`src/rtl/ogd_pkg.sv`:
```
// ----------------------------------------------------------------------------
// ogd_pkg: shared types, codes and helpers of the gesture direction decoder
// Holds the gesture codes, the register map, the burst sum type and the
// saturating difference accumulator used by the sum stage.
// ----------------------------------------------------------------------------
`default_nettype none

package ogd_pkg;

    // Gesture codes on the result beat
    localparam logic [2:0] GEST_NONE  = 3'd0;
    localparam logic [2:0] GEST_UP    = 3'd1;
    localparam logic [2:0] GEST_DOWN  = 3'd2;
    localparam logic [2:0] GEST_LEFT  = 3'd3;
    localparam logic [2:0] GEST_RIGHT = 3'd4;

    // Register map (index = paddr[2])
    localparam logic REG_DIFF_THRESHOLD  = 1'b0;
    localparam logic REG_IDLE_TIMEOUT_MS = 1'b1;

    localparam logic [7:0]  DIFF_THRESHOLD_RST  = 8'd13;
    localparam logic [15:0] IDLE_TIMEOUT_MS_RST = 16'd300;

    localparam logic signed [13:0] SUM_MAX = 14'sh1FFF;
    localparam logic signed [13:0] SUM_MIN = 14'sh2000;
    localparam logic [7:0]         COUNT_MAX = 8'hFF;

    typedef struct packed {
        logic signed [13:0] vertical;
        logic signed [13:0] horizontal;
    } t_sums;

    typedef struct packed {
        logic        valid;
        logic [31:0] now_ms;
        t_sums       sums;
    } t_eval;

    // Add a - b into sum when |a - b| exceeds thr; saturate to 14 bits.
    function automatic logic signed [13:0] accumulate(
        input logic signed [13:0] sum,
        input logic [7:0]         a,
        input logic [7:0]         b,
        input logic [7:0]         thr
    );
        logic signed [8:0]  d;
        logic [8:0]         mag;
        logic signed [14:0] s;
        logic signed [13:0] res;
        d   = $signed({1'b0, a}) - $signed({1'b0, b});
        mag = d[8] ? 9'(-d) : 9'(d);
        s   = {sum[13], sum} + {{6{d[8]}}, d};
        res = sum;
        if (mag > {1'b0, thr}) begin
            if (s > 15'sd8191) begin
                res = SUM_MAX;
            end else if (s < -15'sd8192) begin
                res = SUM_MIN;
            end else begin
                res = s[13:0];
            end
        end
        return res;
    endfunction

    function automatic logic [7:0] bump(input logic [7:0] c);
        return (c == COUNT_MAX) ? COUNT_MAX : 8'(c + 8'd1);
    endfunction

endpackage

`default_nettype wire

```
`src/rtl/ogd_accum.sv`:
```
// ----------------------------------------------------------------------------
// ogd_accum: burst sum stage
// Holds the vertical and horizontal burst sums and presents the sums that
// include the current dataset. Clears both sums after a burst's last beat.
// ----------------------------------------------------------------------------
`default_nettype none

module ogd_accum
    import ogd_pkg::*;
(
    input  wire logic       i_clk,
    input  wire logic       i_rst_n,
    input  wire logic       i_advance,
    input  wire logic       i_burst_end,
    input  wire logic [7:0] i_up_level,
    input  wire logic [7:0] i_down_level,
    input  wire logic [7:0] i_left_level,
    input  wire logic [7:0] i_right_level,
    input  wire logic [7:0] i_diff_threshold,
    output t_sums           o_sums_next
);

    t_sums r_sums;
    t_sums n_sums;

    always_comb begin
        n_sums.vertical   = accumulate(r_sums.vertical, i_up_level, i_down_level,
                                       i_diff_threshold);
        n_sums.horizontal = accumulate(r_sums.horizontal, i_left_level, i_right_level,
                                       i_diff_threshold);
    end

    always_ff @(posedge i_clk) begin
        if (!i_rst_n) begin
            r_sums <= '0;
        end else if (i_advance) begin
            r_sums <= i_burst_end ? '0 : n_sums;
        end
    end

    assign o_sums_next = n_sums;

endmodule

`default_nettype wire

```
`src/rtl/ogd_decide.sv`:
```
// ----------------------------------------------------------------------------
// ogd_decide: direction counts and gesture decision
// Updates the four direction counts at a burst's end, decides the gesture,
// tracks the last motion time and clears the counts on gesture or idle.
// ----------------------------------------------------------------------------
`default_nettype none

module ogd_decide
    import ogd_pkg::*;
(
    input  wire logic        i_clk,
    input  wire logic        i_rst_n,
    input  t_eval            i_eval,
    input  wire logic [15:0] i_idle_timeout_ms,
    output logic [2:0]       o_gesture
);

    logic [7:0]  r_up_count, r_down_count, r_left_count, r_right_count;
    logic [7:0]  n_up_count, n_down_count, n_left_count, n_right_count;
    logic [31:0] r_last_motion;
    logic [31:0] n_last_motion;
    logic [31:0] idle_ms;
    logic        motion;
    logic        idle;
    logic [2:0]  gesture;

    always_comb begin
        n_up_count    = r_up_count;
        n_down_count  = r_down_count;
        n_left_count  = r_left_count;
        n_right_count = r_right_count;
        gesture       = GEST_NONE;

        if (i_eval.sums.vertical < 0) begin
            if (r_down_count != 8'd0) gesture = GEST_UP;
            else n_up_count = bump(r_up_count);
        end else if (i_eval.sums.vertical > 0) begin
            if (r_up_count != 8'd0) gesture = GEST_DOWN;
            else n_down_count = bump(r_down_count);
        end

        // left/right wins over up/down
        if (i_eval.sums.horizontal < 0) begin
            if (r_right_count != 8'd0) gesture = GEST_LEFT;
            else n_left_count = bump(r_left_count);
        end else if (i_eval.sums.horizontal > 0) begin
            if (r_left_count != 8'd0) gesture = GEST_RIGHT;
            else n_right_count = bump(r_right_count);
        end

        // a burst with motion restamps the last motion time and never reads as idle
        motion        = (i_eval.sums.vertical != 0) || (i_eval.sums.horizontal != 0);
        n_last_motion = motion ? i_eval.now_ms : r_last_motion;
        idle_ms       = i_eval.now_ms - r_last_motion;
        idle          = !motion && (idle_ms > {16'd0, i_idle_timeout_ms});

        if ((gesture != GEST_NONE) || idle) begin
            n_up_count    = '0;
            n_down_count  = '0;
            n_left_count  = '0;
            n_right_count = '0;
        end
    end

    always_ff @(posedge i_clk) begin
        if (!i_rst_n) begin
            r_up_count    <= '0;
            r_down_count  <= '0;
            r_left_count  <= '0;
            r_right_count <= '0;
            r_last_motion <= '0;
        end else if (i_eval.valid) begin
            r_up_count    <= n_up_count;
            r_down_count  <= n_down_count;
            r_left_count  <= n_left_count;
            r_right_count <= n_right_count;
            r_last_motion <= n_last_motion;
        end
    end

    assign o_gesture = gesture;

endmodule

`default_nettype wire

```
`src/rtl/optical_gesture_direction.sv`:
```
// Order: a dataset beat is evaluated from the input register; the result beat
//   of a burst's last dataset is loaded into the output register.
// Throughput: one dataset beat per cycle unless a burst end waits on a stalled
//   result; sum and decision are one combinational pass between the registers.
// Reset: synchronous, active low; clears sums, counts, last motion time and
//   beat valid flags, and loads diff_threshold 13, idle_timeout_ms 300.
// ----------------------------------------------------------------------------
// optical_gesture_direction: four-channel optical gesture direction decoder
// Sums thresholded up/down and left/right photodiode differences over a FIFO
// burst and decides a swipe direction at the burst's last dataset.
// ----------------------------------------------------------------------------
`default_nettype none

module optical_gesture_direction
    import ogd_pkg::*;
(
    input  wire logic        i_clk,
    input  wire logic        i_rst_n,

    // dataset channel
    input  wire logic        i_in_valid,
    output logic             o_in_ready,
    input  wire logic [7:0]  i_up_level,
    input  wire logic [7:0]  i_down_level,
    input  wire logic [7:0]  i_left_level,
    input  wire logic [7:0]  i_right_level,
    input  wire logic        i_burst_end,
    input  wire logic [31:0] i_now_ms,

    // result channel
    output logic             o_out_valid,
    input  wire logic        i_out_ready,
    output logic [2:0]       o_gesture,

    // register port
    input  wire logic        psel,
    input  wire logic        penable,
    input  wire logic        pwrite,
    input  wire logic [2:0]  paddr,
    input  wire logic [31:0] pwdata,
    output logic [31:0]      prdata,
    output logic             pready
);

    // ------------------------------------------------------------------
    // Configuration registers. Index comes from paddr[2]; the low address
    // bits are the byte offset and are ignored.
    // ------------------------------------------------------------------
    logic [7:0]  r_diff_threshold;
    logic [15:0] r_idle_timeout_ms;
    logic        cfg_write;

    assign pready    = 1'b1;
    assign cfg_write = psel && penable && pwrite && pready;

    always_ff @(posedge i_clk) begin
        if (!i_rst_n) begin
            r_diff_threshold  <= DIFF_THRESHOLD_RST;
            r_idle_timeout_ms <= IDLE_TIMEOUT_MS_RST;
        end else if (cfg_write) begin
            unique case (paddr[2])
                REG_DIFF_THRESHOLD:  r_diff_threshold  <= pwdata[7:0];
                REG_IDLE_TIMEOUT_MS: r_idle_timeout_ms <= pwdata[15:0];
                default: ;
            endcase
        end
    end

    always_comb begin
        unique case (paddr[2])
            REG_DIFF_THRESHOLD:  prdata = {24'd0, r_diff_threshold};
            REG_IDLE_TIMEOUT_MS: prdata = {16'd0, r_idle_timeout_ms};
            default:             prdata = '0;
        endcase
    end

    // ------------------------------------------------------------------
    // Input register. Hold one dataset beat; it moves on as soon as its
    // result (if any) has a free slot in the output register, so a new
    // beat can land in the same cycle.
    // ------------------------------------------------------------------
    logic        r_in_valid;
    logic [7:0]  r_up_level, r_down_level, r_left_level, r_right_level;
    logic        r_burst_end;
    logic [31:0] r_now_ms;
    logic        out_free;
    logic        advance;
    logic        in_take;

    assign out_free   = !o_out_valid || i_out_ready;
    // a mid-burst beat makes no result and never waits on the output side
    assign advance    = r_in_valid && (!r_burst_end || out_free);
    assign o_in_ready = !r_in_valid || advance;
    assign in_take    = i_in_valid && o_in_ready;

    always_ff @(posedge i_clk) begin
        if (!i_rst_n) begin
            r_in_valid <= 1'b0;
        end else if (in_take) begin
            r_in_valid <= 1'b1;
        end else if (advance) begin
            r_in_valid <= 1'b0;
        end
    end

    // payload needs no reset
    always_ff @(posedge i_clk) begin
        if (in_take) begin
            r_up_level    <= i_up_level;
            r_down_level  <= i_down_level;
            r_left_level  <= i_left_level;
            r_right_level <= i_right_level;
            r_burst_end   <= i_burst_end;
            r_now_ms      <= i_now_ms;
        end
    end

    // ------------------------------------------------------------------
    // Sum stage: present the burst sums including this dataset.
    // ------------------------------------------------------------------
    t_sums sums_next;

    ogd_accum u_accum (
        .i_clk            (i_clk),
        .i_rst_n          (i_rst_n),
        .i_advance        (advance),
        .i_burst_end      (r_burst_end),
        .i_up_level       (r_up_level),
        .i_down_level     (r_down_level),
        .i_left_level     (r_left_level),
        .i_right_level    (r_right_level),
        .i_diff_threshold (r_diff_threshold),
        .o_sums_next      (sums_next)
    );

    // ------------------------------------------------------------------
    // Decision stage: only a burst's last dataset evaluates.
    // ------------------------------------------------------------------
    t_eval      eval;
    logic [2:0] gesture;

    always_comb begin
        eval.valid  = advance && r_burst_end;
        eval.now_ms = r_now_ms;
        eval.sums   = sums_next;
    end

    ogd_decide u_decide (
        .i_clk             (i_clk),
        .i_rst_n           (i_rst_n),
        .i_eval            (eval),
        .i_idle_timeout_ms (r_idle_timeout_ms),
        .o_gesture         (gesture)
    );

    // ------------------------------------------------------------------
    // Output register: hold the result beat until taken; load a fresh one
    // in the cycle the old one leaves.
    // ------------------------------------------------------------------
    logic       r_out_valid;
    logic [2:0] r_gesture;

    always_ff @(posedge i_clk) begin
        if (!i_rst_n) begin
            r_out_valid <= 1'b0;
        end else if (eval.valid) begin
            r_out_valid <= 1'b1;
        end else if (i_out_ready) begin
            r_out_valid <= 1'b0;
        end
    end

    always_ff @(posedge i_clk) begin
        if (eval.valid) begin
            r_gesture <= gesture;
        end
    end

    assign o_out_valid = r_out_valid;
    assign o_gesture   = r_gesture;

`ifndef ASSERT_OFF
    // a result beat only ever carries a defined gesture code
    a_gesture_code: assert property (@(posedge i_clk) disable iff (!i_rst_n)
        o_out_valid |-> (o_gesture <= GEST_RIGHT))
        else $error("gesture code out of range");

    // an evaluated burst end always shows up as a result beat
    a_eval_result: assert property (@(posedge i_clk) disable iff (!i_rst_n)
        eval.valid |=> o_out_valid)
        else $error("burst end evaluated without a result beat");

    // a pending, stalled result blocks evaluation of the next burst end
    a_no_overwrite: assert property (@(posedge i_clk) disable iff (!i_rst_n)
        (o_out_valid && !i_out_ready) |-> !eval.valid)
        else $error("stalled result overwritten");

    // a held burst-end beat keeps the input side closed
    a_hold_input: assert property (@(posedge i_clk) disable iff (!i_rst_n)
        (r_in_valid && r_burst_end && !out_free) |-> !o_in_ready)
        else $error("input taken while burst end is held");
`endif

endmodule

`default_nettype wire
```
`config.mk`:
```
export PLATFORM = sky130hd
export DESIGN_NAME = optical_gesture_direction
export DESIGN_NICKNAME = d
export VERILOG_FILES = /design/src/rtl/ogd_pkg.sv /design/src/rtl/ogd_accum.sv /design/src/rtl/ogd_decide.sv /design/src/rtl/optical_gesture_direction.sv
export SDC_FILE = /design/constraint.sdc
export NUM_CORES = 1
export LEC_CHECK = 0
export ABC_AREA = 1
export BUFFER_PORTS_ARGS = -buffer_cell sky130_fd_sc_hd__buf_4
export CAP_MARGIN = 20
export CORE_MARGIN = 3
export CORE_UTILIZATION = 40
export CTS_CLUSTER_SIZE = 20
export DETAILED_ROUTE_END_ITERATION = 8
export SYNTH_ARGS = -nofsm -noshare
export SYNTH_HDL_FRONTEND = slang
export SYNTH_SLANG_ARGS = --single-unit
```
`constraint.sdc`:
```
create_clock -name i_clk -period 13.5 [get_ports i_clk]
set_input_delay 2.025 -clock i_clk [delete_from_list [all_inputs] [get_ports i_clk]]
set_output_delay 2.025 -clock i_clk [all_outputs]
set_load 0.03 [all_outputs]
```
==> flow_summary.yaml <==
clocking:
  tritoncts: "yes"
  cts_root_buf: "clkbuf_16"
  cts.repair.resized: 0
  cts-buffers-inserted: 17
  cts_hold_buf: 0
  clk_pin_slew_ps: 70
  insertion_delay_ps: 460
  h-tree-depth: 4
  post-cts-setup-buffers: 0
  clock_sinks: 186
  clock_path_buffers: 2
sta:
  finalHoldViolCount: 0
  period_minus_slack_ps: 5890
  final_max_slew_viol_count: 0
  fin_skew_ps: 15.6
  finalSetupTns_ps: 0
  rsz0062_at_grt: "false"
  fmax_mhz: 170
  holdWs_ps: 459
  finalSetupViolations: 0
  slew_headroom: 0.402
  tightest_slew_ps: 897
  period_share: 0.436
power_and_ir_drop:
  p_per_area_nw_per_um2: 129
  finalPower_mw: 1.92
  seqPwrFrac: 0.339
  combPwrFrac: 0.401
  clockPowerShare: 0.261
  p_leak_nw: 6.91
  ir_drop_mv: 0.101
  power_switching_uw: 761
  internal-power_mw: 1.16
  switching_share: 0.396
global_route:
  grt_pass1_wl_um: 53400
  grt_usage: 0.180
  grt_pass1_vias: 11400
  antenna_found_initial: 0
  overflow: 0
  grt_max_degree: 85
worst_hold_path:
  hold_path_class: "flop to flop"
  whs_path_depth: 2
die:
  die_y_um: 188
  rows: 66
  num_io_pins: 145
  die-area_um2: 35400
  initial_core_util: 0.407
  fp.dieW_um: 188
  coreArea_um2: 32600
layout:
  fin_area_um2: 14900
  n_antenna_cell: 0
  nFillCells: 3364
  drive_gt1_frac: 0.0940
  area_growth_syn_to_layout_pct: 12.6
  nets: 2171
detailed_routing:
  dr.pass1.iters: 6
  drc: 0
  wl_per_cell_um: 13.0
  ant_nets: 0
  viasPerCell: 4.91
  drt_iter0_drc: 779
  vias: 11800
  routed_wirelength_um: 31300
worst_setup_path:
  worstSetupPathType: "flop to flop"
  crit_cells: 33
  crit_required_ps: 13890
  reg2regPathDepth: 33
  worst-path-max-fanout: 22
  critical_path.most_common_cell: "nand2_1"
  critPathBufInv: 5
  arrival_ps: 6280
  crit_family: "simple AND/OR/NAND/NOR gates"
  end_kind: "flop"
  cp_slowest_cell: "fa_1"
  max_stage_delay_ps: 400
  cp-start-kind: "flop"
place:
  place_congestion: 0.907
  dpl.hpwl_um: 23800
  placed_area_um2: 14300
  portBuffers: 109
yosys:
  async_flop_share: 0
  synth_compound_gate_area_share: 0.147
  synthCells: 1860
  avgSynthCellArea_um2: 7.13
  synth_fa_ha_area_frac: 0.115
  synth.distinct_cells: 55
  yosys_warnings: 0
  synthXorXnorAreaFrac: 0.0475
  seq_area_frac_synth: 0.332
  syn_area_um2: 13300
  synth-edff-count: 68
  synth_top_family_by_area: "simple AND/OR/NAND/NOR gates"
  synth-seq-cells: 186
  synthFlopType: "dfxtp_1"
  synthMuxAreaShare: 0
  synth_simple_gate_area_frac: 0.256
status:
  status: "completed"
run:
  maxCapViolations: 0
==> kinds of logic after synthesis <==
kind of cell	after synthesis
DFF	186
other	2
xor gates and xnor gates	71
and+or+nand+nor	802
adders and majority gates	119
buffers and inverters	323
AOI/OAI and AO/OA	357
==> state kept, by name (all words and copies together) (netlist names), 16 cells and up <==
register / cells
u_decide.r_last_motion: 32
u_accum.r_sums: 28
r_now_ms: 32
r_idle_timeout_ms: 16
==> cell usage in the layout (no fill, tap or decap), types with 3 or more instances in the layout <==
master,n
o211ai_1,5
edfxtp_1,68
ha_1,114
nand3b_1,7
o21ai_0,120
nor3_1,29
a2bb2oi_1,5
xor2_1,52
a31oi_1,7
a21o_1,4
conb_1,17
inv_6,5
nand3_1,89
nand2_2,6
a21oi_1,181
nand4_2,3
buf_4,114
dfxtp_1,118
o21bai_1,10
nand2_1,427
nand4_1,27
fa_1,5
nor2_1,188
o41ai_1,3
or2_2,13
a21boi_0,5
nor2_2,3
o21a_1,3
inv_2,3
clkbuf_16,17
o221ai_1,4
inv_1,254
xnor2_1,18
==> through the flow <==
stage	utilization	cells	worst slack, ps
global placement	0.440	2367	7690
global route	0.458	2400	6790
CTS	0.457	2399	7600
detailed placement	0.440	2367	7600
finish	0.458	2400	7610
floorplan	-	1875	8420
==> Yosys cell counts (2+ instances only) <==
cell | number | area share
nand2_1 | 427 | 0.12
inv_1 | 255 | 0.072
nor2_1 | 188 | 0.053
a21oi_1 | 181 | 0.068
o21ai_0 | 120 | 0.045
dfxtp_1 | 118 | 0.18
ha_1 | 114 | 0.11
nand3_1 | 89 | 0.034
edfxtp_1 | 68 | 0.15
xor2_1 | 52 | 0.034
nor3_1 | 29 | 0.011
nand4_1 | 27 | 0.013
clkbuf_1 | 26 | 0.0074
buf_4 | 21 | 0.012
xnor2_1 | 18 | 0.012
or2_2 | 13 | 0.0061
o21bai_1 | 10 | 0.0057
buf_6 | 8 | 0.0068
a31oi_1 | 7 | 0.0033
buf_2 | 7 | 0.0026
nand3b_1 | 7 | 0.0040
nand2_2 | 6 | 0.0028
a21boi_0 | 5 | 0.0028
a2bb2oi_1 | 5 | 0.0033
fa_1 | 5 | 0.0075
o211ai_1 | 5 | 0.0028
a21o_1 | 4 | 0.0023
o221ai_1 | 4 | 0.0026
nand4_2 | 3 | 0.0028
nor2_2 | 3 | 0.0014
o21a_1 | 3 | 0.0017
o41ai_1 | 3 | 0.0020
clkinv_1 | 2 | 0.00057
conb_1 | 2 | 0.00057
inv_2 | 2 | 0.00057
nand3_2 | 2 | 0.0015
nor4_1 | 2 | 0.00094
o31ai_1 | 2 | 0.0011
==> layout make-up <==
| class | instances | area, um^2 | share of cell area |
|---|---|---|---|
| Tap cell | 442 | 553 | 0.0370 |
| Timing Repair Buffer | 115 | 883 | 0.0591 |
| Sequential cell | 186 | 4400 | 0.295 |
| Inverter | 259 | 972 | 0.0651 |
| Clock inverter | 14 | 134 | 0.00896 |
| Multi-Input combinational cell | 1366 | 7550 | 0.506 |
| Clock buffer | 18 | 439 | 0.0294 |
==> per-layer routing <==
layer,up-vias,GRT usage,part of all wire
li1,6234,-,-
met2,208,0.311,0.47
met1,5301,0.236,0.48
met3,32,0.0277,0.037
met5,-,0,0
met4,0,0.0470,0.015
==> power groups by stage <==
stage,clock (mW),combinational [mW],sequential [mW]
after floorplan,0,0.628,0.658
after global placement,0,0.757,0.662
after detailed placement,0,0.768,0.663
after CTS,0.517,0.770,0.650
after global routing,0.539,0.889,0.656
final,0.501,0.770,0.651
==> worst min-delay path: cells and delay by family, from the launching register on <==
kind,cells,cell delay [ps]
AOI/OAI and AO/OA,1,60
buffers and inverters,1,60
DFF,1,300
==> final timing paths <==
check                               end  slack (ps)                  startpoint
max reg2reg   u_decide.r_right_count[0]        7610             r_left_level[0]
min          u_decide.r_last_motion[18]         460  u_decide.r_last_motion[18]
max           u_decide.r_right_count[0]        7610             r_left_level[0]
min reg2reg  u_decide.r_last_motion[18]         460  u_decide.r_last_motion[18]
(Power assumes the default switching activity.)
